$ cat config.mk
export PLATFORM = sky130hd
export DESIGN_NAME = ordered_key_list_engine_unit
export DESIGN_NICKNAME = d
export VERILOG_FILES = /design/src/hw/rtl/okl_pkg.sv /design/src/hw/rtl/okl_ram.sv /design/src/hw/rtl/okl_seq.sv /design/src/hw/rtl/ordered_key_list_engine_unit.sv
export SDC_FILE = /design/constraint.sdc
export NUM_CORES = 1
export LEC_CHECK = 0
export ABC_AREA = 1
export BUFFER_PORTS_ARGS = -buffer_cell sky130_fd_sc_hd__buf_2
export CORE_MARGIN = 2
export CORE_UTILIZATION = 49
export CTS_BUF_LIST = sky130_fd_sc_hd__clkbuf_2
export DETAILED_ROUTE_END_ITERATION = 8
export MAX_ROUTING_LAYER = met4
export SLEW_MARGIN = 20
export SYNTH_ARGS = -nofsm -noshare
export SYNTH_HDL_FRONTEND = slang
export SYNTH_SLANG_ARGS = --single-unit
export TNS_END_PERCENT = 50
$ cat constraint.sdc
create_clock -name clk -period 5.5 [get_ports clk]
set_input_delay 0.275 -clock clk [delete_from_list [all_inputs] [get_ports clk]]
set_output_delay 0.275 -clock clk [all_outputs]
set_load 0.1 [all_outputs]
$ cat src/hw/rtl/okl_pkg.sv
// okl_pkg: shared types, constants and helpers for the ordered key list engine.
// No dependencies.
package okl_pkg;

  localparam int CAPACITY = 16;
  localparam int IDX_W    = (CAPACITY > 1) ? $clog2(CAPACITY) : 1;
  localparam int CNT_W    = $clog2(CAPACITY + 1);
  localparam int KEY_W    = 37;
  localparam int OCNT_W   = 5;

  typedef enum logic [1:0] {
    OP_INS_TAIL = 2'd0,
    OP_INS_HEAD = 2'd1,
    OP_REM_HEAD = 2'd2,
    OP_REM_KEY  = 2'd3
  } op_t;

  typedef enum logic [1:0] {
    ST_OK        = 2'd0,
    ST_NOT_FOUND = 2'd1,
    ST_EMPTY     = 2'd2,
    ST_FULL      = 2'd3
  } status_t;

  typedef struct packed {
    op_t              opcode;
    logic [KEY_W-1:0] key_value;
  } in_word_t;

  typedef struct packed {
    logic [OCNT_W-1:0] entry_count;
    status_t           status;
    logic              list_empty;
  } out_word_t;

  // position sum (below twice the capacity) folded back into the ring
  function automatic logic [IDX_W-1:0] idx_wrap(input logic [IDX_W:0] s);
    logic [IDX_W:0] r;
    r = (s >= (IDX_W+1)'(CAPACITY)) ? s - (IDX_W+1)'(CAPACITY) : s;
    return r[IDX_W-1:0];
  endfunction

endpackage

$ cat src/hw/rtl/okl_ram.sv
// okl_ram: one write port, one read port, registered read data.
// No dependencies.
module okl_ram #(
  parameter int DEPTH = 16,
  parameter int WIDTH = 37,
  parameter int AW    = 4
) (
  input  logic             clk,
  input  logic             we,
  input  logic [AW-1:0]    waddr,
  input  logic [WIDTH-1:0] wdata,
  input  logic [AW-1:0]    raddr,
  output logic [WIDTH-1:0] rdata
);

  logic [WIDTH-1:0] mem [DEPTH];

  always_ff @(posedge clk) begin
    if (we) begin
      mem[waddr] <= wdata;
    end
    rdata <= mem[raddr];
  end

endmodule

$ cat src/hw/rtl/okl_seq.sv
// okl_seq: list sequencer; ring pointers, key search and gap closing over the key RAM.
// Depends on okl_pkg and okl_ram.
module okl_seq (
  input  logic              clk,
  input  logic              rst_n,
  input  logic              in_valid,
  output logic              in_stall,
  input  okl_pkg::in_word_t in_word,
  input  logic              slot_free,
  output logic              res_valid,
  output okl_pkg::out_word_t res_word
);

  typedef enum logic [5:0] {
    S_IDLE = 6'b000001,
    S_SRD  = 6'b000010,
    S_SCMP = 6'b000100,
    S_MRD  = 6'b001000,
    S_MWR  = 6'b010000,
    S_DONE = 6'b100000
  } state_t;

  state_t                       state_r, state_nxt;
  logic [okl_pkg::IDX_W-1:0]    head_r, head_nxt;
  logic [okl_pkg::CNT_W-1:0]    cnt_r, cnt_nxt;
  logic [okl_pkg::IDX_W-1:0]    idx_r, idx_nxt;
  logic [okl_pkg::KEY_W-1:0]    key_r, key_nxt;
  okl_pkg::status_t             stat_r, stat_nxt;

  logic                         we;
  logic [okl_pkg::IDX_W-1:0]    waddr, raddr;
  logic [okl_pkg::KEY_W-1:0]    wdata, rdata;
  logic [okl_pkg::IDX_W-1:0]    pos_cur, pos_next;
  logic [okl_pkg::CNT_W:0]      idx_ext, cnt_ext;
  logic                         accept;

  okl_ram #(
    .DEPTH (okl_pkg::CAPACITY),
    .WIDTH (okl_pkg::KEY_W),
    .AW    (okl_pkg::IDX_W)
  ) u_ram (
    .clk   (clk),
    .we    (we),
    .waddr (waddr),
    .wdata (wdata),
    .raddr (raddr),
    .rdata (rdata)
  );

  assign in_stall = (state_r != S_IDLE);
  assign accept   = in_valid && !in_stall;
  assign idx_ext  = (okl_pkg::CNT_W+1)'(idx_r);
  assign cnt_ext  = (okl_pkg::CNT_W+1)'(cnt_r);
  assign pos_cur  = okl_pkg::idx_wrap({1'b0, head_r} + {1'b0, idx_r});
  assign pos_next = okl_pkg::idx_wrap({1'b0, head_r} + {1'b0, idx_r}
                                      + (okl_pkg::IDX_W+1)'(1));

  always_comb begin
    state_nxt = state_r;
    head_nxt  = head_r;
    cnt_nxt   = cnt_r;
    idx_nxt   = idx_r;
    key_nxt   = key_r;
    stat_nxt  = stat_r;
    we        = 1'b0;
    waddr     = pos_cur;
    wdata     = key_r;
    raddr     = pos_cur;
    unique case (state_r)
      S_IDLE: begin
        if (accept) begin
          key_nxt   = in_word.key_value;
          idx_nxt   = '0;
          stat_nxt  = okl_pkg::ST_OK;
          state_nxt = S_DONE;
          unique case (in_word.opcode) inside
            okl_pkg::OP_INS_TAIL, okl_pkg::OP_INS_HEAD: begin
              if (cnt_r >= okl_pkg::CNT_W'(okl_pkg::CAPACITY)) begin
                stat_nxt = okl_pkg::ST_FULL;
              end else begin
                we      = 1'b1;
                wdata   = in_word.key_value;
                cnt_nxt = cnt_r + okl_pkg::CNT_W'(1);
                if (in_word.opcode == okl_pkg::OP_INS_TAIL) begin
                  waddr = okl_pkg::idx_wrap({1'b0, head_r}
                                            + (okl_pkg::IDX_W+1)'(cnt_r));
                end else begin
                  head_nxt = (head_r == '0) ? okl_pkg::IDX_W'(okl_pkg::CAPACITY - 1)
                                            : head_r - okl_pkg::IDX_W'(1);
                  waddr    = head_nxt;
                end
              end
            end
            okl_pkg::OP_REM_HEAD: begin
              if (cnt_r == '0) begin
                stat_nxt = okl_pkg::ST_EMPTY;
              end else begin
                head_nxt = okl_pkg::idx_wrap({1'b0, head_r} + (okl_pkg::IDX_W+1)'(1));
                cnt_nxt  = cnt_r - okl_pkg::CNT_W'(1);
              end
            end
            default: begin
              if (cnt_r == '0) begin
                stat_nxt = okl_pkg::ST_EMPTY;
              end else begin
                state_nxt = S_SRD;
              end
            end
          endcase
        end
      end
      S_SRD: begin
        raddr     = pos_cur;
        state_nxt = S_SCMP;
      end
      S_SCMP: begin
        if (rdata == key_r) begin
          stat_nxt = okl_pkg::ST_OK;
          if (idx_ext + (okl_pkg::CNT_W+1)'(1) == cnt_ext) begin
            cnt_nxt   = cnt_r - okl_pkg::CNT_W'(1);
            state_nxt = S_DONE;
          end else begin
            state_nxt = S_MRD;
          end
        end else if (idx_ext + (okl_pkg::CNT_W+1)'(1) == cnt_ext) begin
          stat_nxt  = okl_pkg::ST_NOT_FOUND;
          state_nxt = S_DONE;
        end else begin
          idx_nxt   = idx_r + okl_pkg::IDX_W'(1);
          state_nxt = S_SRD;
        end
      end
      S_MRD: begin
        raddr     = pos_next;
        state_nxt = S_MWR;
      end
      S_MWR: begin
        // pull the follower down over the gap
        we    = 1'b1;
        waddr = pos_cur;
        wdata = rdata;
        if (idx_ext + (okl_pkg::CNT_W+1)'(2) == cnt_ext) begin
          cnt_nxt   = cnt_r - okl_pkg::CNT_W'(1);
          state_nxt = S_DONE;
        end else begin
          idx_nxt   = idx_r + okl_pkg::IDX_W'(1);
          state_nxt = S_MRD;
        end
      end
      S_DONE: begin
        if (slot_free) begin
          state_nxt = S_IDLE;
        end
      end
      default: state_nxt = S_IDLE;
    endcase
  end

  assign res_valid            = (state_r == S_DONE) && slot_free;
  assign res_word.entry_count = okl_pkg::OCNT_W'(cnt_r);
  assign res_word.status      = stat_r;
  assign res_word.list_empty  = (cnt_r == '0);

  always_ff @(posedge clk) begin
    if (!rst_n) begin
      state_r <= S_IDLE;
      head_r  <= '0;
      cnt_r   <= '0;
    end else begin
      state_r <= state_nxt;
      head_r  <= head_nxt;
      cnt_r   <= cnt_nxt;
    end
    idx_r  <= idx_nxt;
    key_r  <= key_nxt;
    stat_r <= stat_nxt;
  end

endmodule

$ cat src/hw/rtl/ordered_key_list_engine_unit.sv
// Ordered key list engine: keys kept as a ring in a 1-read/1-write RAM.
// Inserts, remove head and empty-list errors go from accept straight to the result;
// remove by key reads and compares entries from the head to a match or the end (S_SRD,
// S_SCMP), then pulls each later entry down over the gap (S_MRD, S_MWR), one RAM read port.
// One request in flight; the next is taken the cycle after its result is loaded.
// Reset: synchronous active-low rst_n empties the list; RAM contents are not cleared.
module ordered_key_list_engine_unit (
  input  logic               clk,
  input  logic               rst_n,
  input  logic               in_valid,
  output logic               in_stall,
  input  okl_pkg::in_word_t  in_word,
  output logic               out_valid,
  input  logic               out_stall,
  output okl_pkg::out_word_t out_word
);

  logic               out_valid_r;
  okl_pkg::out_word_t out_word_r;
  logic               slot_free;
  logic               res_valid;
  okl_pkg::out_word_t res_word;

  // output word can be (re)loaded when empty or being taken this cycle
  assign slot_free = !out_valid_r || !out_stall;

  okl_seq u_seq (
    .clk       (clk),
    .rst_n     (rst_n),
    .in_valid  (in_valid),
    .in_stall  (in_stall),
    .in_word   (in_word),
    .slot_free (slot_free),
    .res_valid (res_valid),
    .res_word  (res_word)
  );

  always_ff @(posedge clk) begin
    if (!rst_n) begin
      out_valid_r <= 1'b0;
    end else if (res_valid) begin
      out_valid_r <= 1'b1;
    end else if (!out_stall) begin
      out_valid_r <= 1'b0;
    end
    if (res_valid) begin
      out_word_r <= res_word;
    end
  end

  assign out_valid = out_valid_r;
  assign out_word  = out_word_r;

endmodule

==> results of run 1 <==
-- cell type report --
type / instances / share of cell area (%)
sequential: 696 / 60.0
multi-input combinational: 1651 / 24.5
timing repair buffer: 212 / 5.23
clock buffer: 266 / 3.92
tap: 782 / 2.88
inverter: 222 / 2.47
clock inverter: 55 / 1.04
antenna: 2 / 0.0147
-- what timing repair did --
| action | CTS | global route |
|---|---|---|
| hold buffers | 91 | 0 |
| endpoints found under the hold margin | 698 | 0 |
| setup buffers | 0 | 0 |
-- kinds of logic after synthesis --
| group | share of synthesized area (%) |
|---|---|
| DFF | 67.8 |
| buffers and inverters | 5.39 |
| AOI/OAI and AO/OA | 6.16 |
| adders and majority gates | 0.675 |
| xor gates and xnor gates | 1.28 |
| and+or+nand+nor | 18.7 |
| muxes | 0.0333 |
-- placed cells by master, fill, tap and decap left out, drive strengths merged --
master       netlist  layout
fa                 2       2
bufinv             0       5
mux2i              1       1
clkinv             1      48
ha                13      13
o21ai             40      40
edfxtp           643     643
buf              110     111
or2                2       2
nand4             12      12
dlygate4sd3        0      91
nand2            794     794
inv              221     223
o311ai             1       1
diode              0       2
xor2              19      19
a21oi             22      22
nor3               1       1
dfxtp             53      53
o221ai            13      13
clkbuf            54     276
nand3b             1       1
nor2              88      88
o211ai           187     187
clkinvlp           0       1
xnor2             25      25
nand3            429     429
a31oi              1       1
-- through the flow --
| stage | setup slack, ns | std cells |
|---|---|---|
| after floorplan | 0.922 | 2733 |
| after global placement | 1.61 | 3453 |
| after detailed placement | 1.54 | 3456 |
| after CTS | 0.619 | 3868 |
| after global routing | 0.199 | 3886 |
| final | 0.454 | 3886 |
-- per-layer routing --
layer	track usage, %	up-vias	part of all wire [%]
li1	-	10120	-
met1	35.4	10446	41
met2	43.0	934	47
met3	5.69	170	8.6
met4	10.7	0	2.7
met5	-	-	0
-- worst paths after layout --
kind | cells past startpoint | start | to
max | 16 | u_seq.state_r[3]$_SDFFE_PN0P_ | u_seq.cnt_r[3]$_SDFFE_PN0P_
min | 4 | in_word[32] | u_seq.u_ram.mem[8][32]$_DFFE_PP_
max reg2reg | 16 | u_seq.state_r[3]$_SDFFE_PN0P_ | u_seq.cnt_r[3]$_SDFFE_PN0P_
min reg2reg | 0 | u_seq.stat_r[1]$_SDFFCE_PP0P_ | out_word[2]$_DFFE_PP_
-- state kept, by name (all words and copies together) (netlist names) --
register / count
out_word: 8
out_valid: 1
u_seq.key_r: 37
u_seq.stat_r: 2
u_seq.u_ram.mem: 592
u_seq.u_ram.rdata: 37
u_seq.idx_r: 4
u_seq.head_r: 4
u_seq.cnt_r: 5
u_seq.state_r: 6
-- worst max-delay path, stage by stage, from the launching register on --
cell           delay [ns]
dfxtp_1              0.44
nor2_2               0.10
nand3_2              0.11
buf_4                0.51
clkinv_1             0.69
buf_12               0.40
nand2_1              0.14
nand2_1              0.09
nor2_1               0.08
dlygate4sd3_1        0.55
nand2_1              0.07
nor2_2               0.37
nand3_1              0.13
dlygate4sd3_1        0.58
nand2_1              0.06
nor2_1               0.04
dlygate4sd3_1        0.55
-- power groups by stage --
stage                     logic (uW)  clock network (uW)  registers, uW
final                           7990                3620           7460
after global routing            8800                3970           7510
after CTS                       7800                3720           7490
after detailed placement        7700                   0           7610
after global placement          7590                   0           7590
after floorplan                 5340                   0           7550
==> metrics, run 1 <==
final hold vios 0; final core utilization 56.1%; layout cells sized above 1 14.5%; Seq pwr share 39.1%; CTS tree done; fillcell total 5190; Yosys top cell by area edfxtp_1; Max Cap Viol 0; CTS sink cnt 696; DP HPWL 42300 um; average wire per standard cell 21.6 um; yosys warns 0; clock-pin slew on the worst setup and hold paths 0.11 ns; cells after synthesis 2733; max-slew violations 0; maximum vdd drop 0.434 mV; Inserted Clock Buffers 173; Clock Latency Late Sink 1.38 ns; routed vias/inst 5.58; ranking of synthesized cells by area edfxtp_1, nand2_1, nand3_1; LEAKAGE 0.0134 uW; Min-Delay Path Class input pin to flip-flop; Primary FF master, synth edfxtp_1; cell with the most instances after synthesis nand2_1; Clock power frac 19.0%; post-synthesis register bit count 696; core region area 60500 sq um; setup violators final 0; Design Power 19100 uW; Slew headroom 27.2%; Int Pwr 11000 uW; post-layout net count 3014; initial antenna violation count 2; Die W 252 um; Synth async-reset ratio 0%; pin count of the biggest net entering global routing 90; global-route wire length before repair 126000 um; IO buf count 52; Syn Nets 2791; Final Skew 0.0799 ns; clk buf depth 3; RSZ-0062 raised after global routing false; placed cell area 31200 sq um; Worst Hold Slack 0.0598 ns; Tightest Pin Transition 1.09 ns; GR Util All Layers 27.5%; Routed WL 84100 um; Final period util 91.7%; Combinational Power Share 41.9%; area delta synth->final 13.0%; post-CTS resize count 0; flop2flop setup slack 0.45 ns; htree depth 4; GPL Wtd Cong 0.839; CP Class flip-flop to flip-flop; chip height 252 um; DRC errors left 0; synthesized area 30000 sq um; synth cell count leaders nand2_1, edfxtp_1, nand3_1; Initial Util 49.7%; Tmin final 5.05 ns; sequential element share of the synthesized area 67.8%; Netlist cell types 35; status finished, final reports clean; Setup TNS 0 ns; CP required 6.74 ns; Avg Cell Area, Syn 11.0 sq um; top cell type's share of synthesized area 64.3%; GR Overflow Total 0; Finished Cell Area 34000 sq um; vias in the first global route 21.1k; critical path launch point type flip-flop; Root Buffer Master clkbuf_2; Die Area 63300 sq um; Site Rows 90; Vias 21.7k; FF+latch area 20400 sq um; drt initial violations 2302; footprint of the multi-input gates 8310 sq um; Final ANT Viol Nets 0; sw frac 42.4%; sw power 8090 uW; max frequency 0.198 GHz; io pins 53; Crit Path Max Fanout 31; Post-synth EDFFs 643; detailed-router iteration count before antenna repair 7; CP Capture Type flip-flop; WP data arrival 6.29 ns; PD cells 562 nW/um^2
No activity file was read; power rests on OpenSTA's default activity.
==> run 2, diff against run 1 <==
--- a/config.mk
+++ b/config.mk
@@ -9,9 +9,10 @@
 export BUFFER_PORTS_ARGS = -buffer_cell sky130_fd_sc_hd__buf_2
 export CORE_MARGIN = 2
 export CORE_UTILIZATION = 49
-export CTS_BUF_LIST = sky130_fd_sc_hd__clkbuf_2
 export DETAILED_ROUTE_END_ITERATION = 8
 export MAX_ROUTING_LAYER = met4
+export PLACE_DENSITY = 0.62
+export SETUP_SLACK_MARGIN = 0.4
 export SLEW_MARGIN = 20
 export SYNTH_ARGS = -nofsm -noshare
 export SYNTH_HDL_FRONTEND = slang
==> metrics, run 2 (synthesis results as in run 1) <==
status finished, final reports clean; IO buf count 52 (unchanged); Biggest register u_seq.u_ram.mem; area delta synth->final 13.9%; clk buf depth 3 (unchanged); CTS sink cnt 696 (unchanged); GR Util All Layers 27.5% (about the same); critical path launch point type flip-flop; Final WS setup 1.49 ns (+1.03 ns); post-placement worst setup slack 1.55 ns (+0.00358 ns); post-layout net count 2862 (-5.0%); clock-pin slew on the worst setup and hold paths 0.06 ns (-0.05 ns); chip height 252 um (unchanged); DRC errors left 0 (unchanged); Final Skew 0.0200 ns (-0.0599 ns); Max Cap Viol 0 (unchanged); Tmin final 4.01 ns (-1.03 ns); post-CTS resize count 0 (unchanged); largest registers u_seq.u_ram.mem x592, u_seq.key_r x37, u_seq.u_ram.rdata x37; sw power 8220 uW (+1.6%); Design Power 20600 uW (+7.9%); Combinational Power Share 39.4% (-2.5 points); Final ANT Viol Nets 0 (unchanged); initial antenna violation count 4 (+2); htree depth 3 (-1); Vias 21.0k (-2.9%); Seq pwr share 36.3% (-2.8 points); maximum vdd drop 0.898 mV (+110%); worst min-delay path startpoint in_word[38]; CP Launch Point u_seq.state_r[3]$_SDFFE_PN0P_; max frequency 0.249 GHz (+26%); setup violators final 0 (unchanged); global-route wire length before repair 126000 um (+0.61%); CTS tree done; final hold vios 0 (unchanged); routed vias/inst 5.77 (+3.4%); vias in the first global route 20.2k (-4.2%); GPL Wtd Cong 0.886 (+5.7%); Slew headroom 20.2% (-7.0 points); Routed WL 83800 um (-0.35%); Die W 252 um (unchanged); Clock power frac 24.3% (+5.3 points); Setup TNS 0 ns (unchanged); layout cells sized above 1 9.68% (-4.8 points); DP HPWL 44200 um (+4.7%); Clock Latency Late Sink 0.62 ns (-0.76 ns); max reg flops 592 (unchanged); Inserted Clock Buffers 73 (-58%); Int Pwr 12400 uW (+13%); Min-Delay Path Class input pin to flip-flop; CP Class flip-flop to flip-flop; sw frac 39.9% (-2.5 points); Tightest Pin Transition 1.20 ns (+0.110 ns); pin count of the biggest net entering global routing 149 (+66%); Site Rows 90 (unchanged); Initial Util 49.7% (unchanged); detailed-router iteration count before antenna repair 5 (-2); commonest non-fill, non-tap cell in the layout nand2_1; RSZ-0062 raised after global routing false; PD cells 602 nW/um^2 (+7.1%); final core utilization 56.6% (+0.43 points); CP Capture Type flip-flop; Root Buffer Master clkbuf_16; Die Area 63300 sq um (unchanged); LEAKAGE 0.0131 uW (-2.2%); core region area 60500 sq um (unchanged); CP required 5.74 ns (-1.00 ns); Final period util 72.9% (-19 points); average wire per standard cell 23.0 um (+6.1%); max-slew violations 0 (unchanged); reg2reg start u_seq.state_r[3]$_SDFFE_PN0P_; Crit Path Max Fanout 54 (+74%); most frequent cells in the layout nand2_1, edfxtp_1, nand3_1; io pins 53 (unchanged); GR Overflow Total 0 (unchanged); drt initial violations 2305 (+0.13%); WP data arrival 4.25 ns (-2.04 ns)
## run 2: final timing paths
check	to	slack, ns	cells after the start
hold reg to reg	out_word[2]$_DFFE_PP_	0.42	0
setup / recovery	u_seq.u_ram.mem[9][36]$_DFFE_PP_	1.49	10
hold / removal	u_seq.stat_r[1]$_SDFFCE_PP0P_	0.19	4
setup reg to reg	u_seq.u_ram.mem[9][36]$_DFFE_PP_	1.49	10
## run 2: timing repair
action	CTS	global route
hold buffers	39	0
hold endpoints to repair	44	0
setup buffers	0	0
## run 2: cell type report
class | instances | area [sq um]
Fill cell | 5007 | 26300
Sequential cell | 696 | 20400
Multi-Input combinational cell | 1651 | 8330
Clock buffer | 104 | 2060
Timing Repair Buffer | 160 | 1270
Tap cell | 782 | 978
Inverter | 222 | 836
Clock inverter | 30 | 365
Antenna cell | 4 | 10.0
## run 2: critical path, cell delays in order (launching register included)
cell and delay [ns]:
dfxtp_1 0.43, nor2_2 0.10, nand3_2 0.31, nor2_4 0.06, nand2_2 0.08, buf_4 0.64, o21ai_0 0.30, inv_1 0.13
nand3_1 0.33, nor2_4 0.57, buf_4 0.65
## run 2: metal layers
| layer | track usage [%] | vias up | wire (um) |
|---|---|---|---|
| li1 | - | 9694 | - |
| met1 | 37.4 | 10252 | 35100 |
| met2 | 42.8 | 945 | 39200 |
| met3 | 4.37 | 158 | 7100 |
| met4 | 8.44 | 0 | 2410 |
| met5 | - | - | 0 |
## run 2: power groups by stage
stage / sequential [uW] / combinational, uW / clock [uW]
after global routing: 7520 / 8910 / 5280
after global placement: 7610 / 7700 / 0
final: 7480 / 8110 / 5000
after floorplan: 7550 / 5340 / 0
after detailed placement: 7600 / 7900 / 0
after CTS: 7490 / 7960 / 5070
## run 2: per-stage QoR
step | hold slack (ns) | cells | area [sq um]
3_5_place_dp | 0.411 | 3461 | 31300
3_3_place_gp | 0.410 | 3454 | 31200
4_1_cts | 0.166 | 3634 | 34100
6_report | 0.194 | 3649 | 34200
5_1_grt | 0.220 | 3649 | 34200
2_1_floorplan | 0.374 | 2733 | 30000
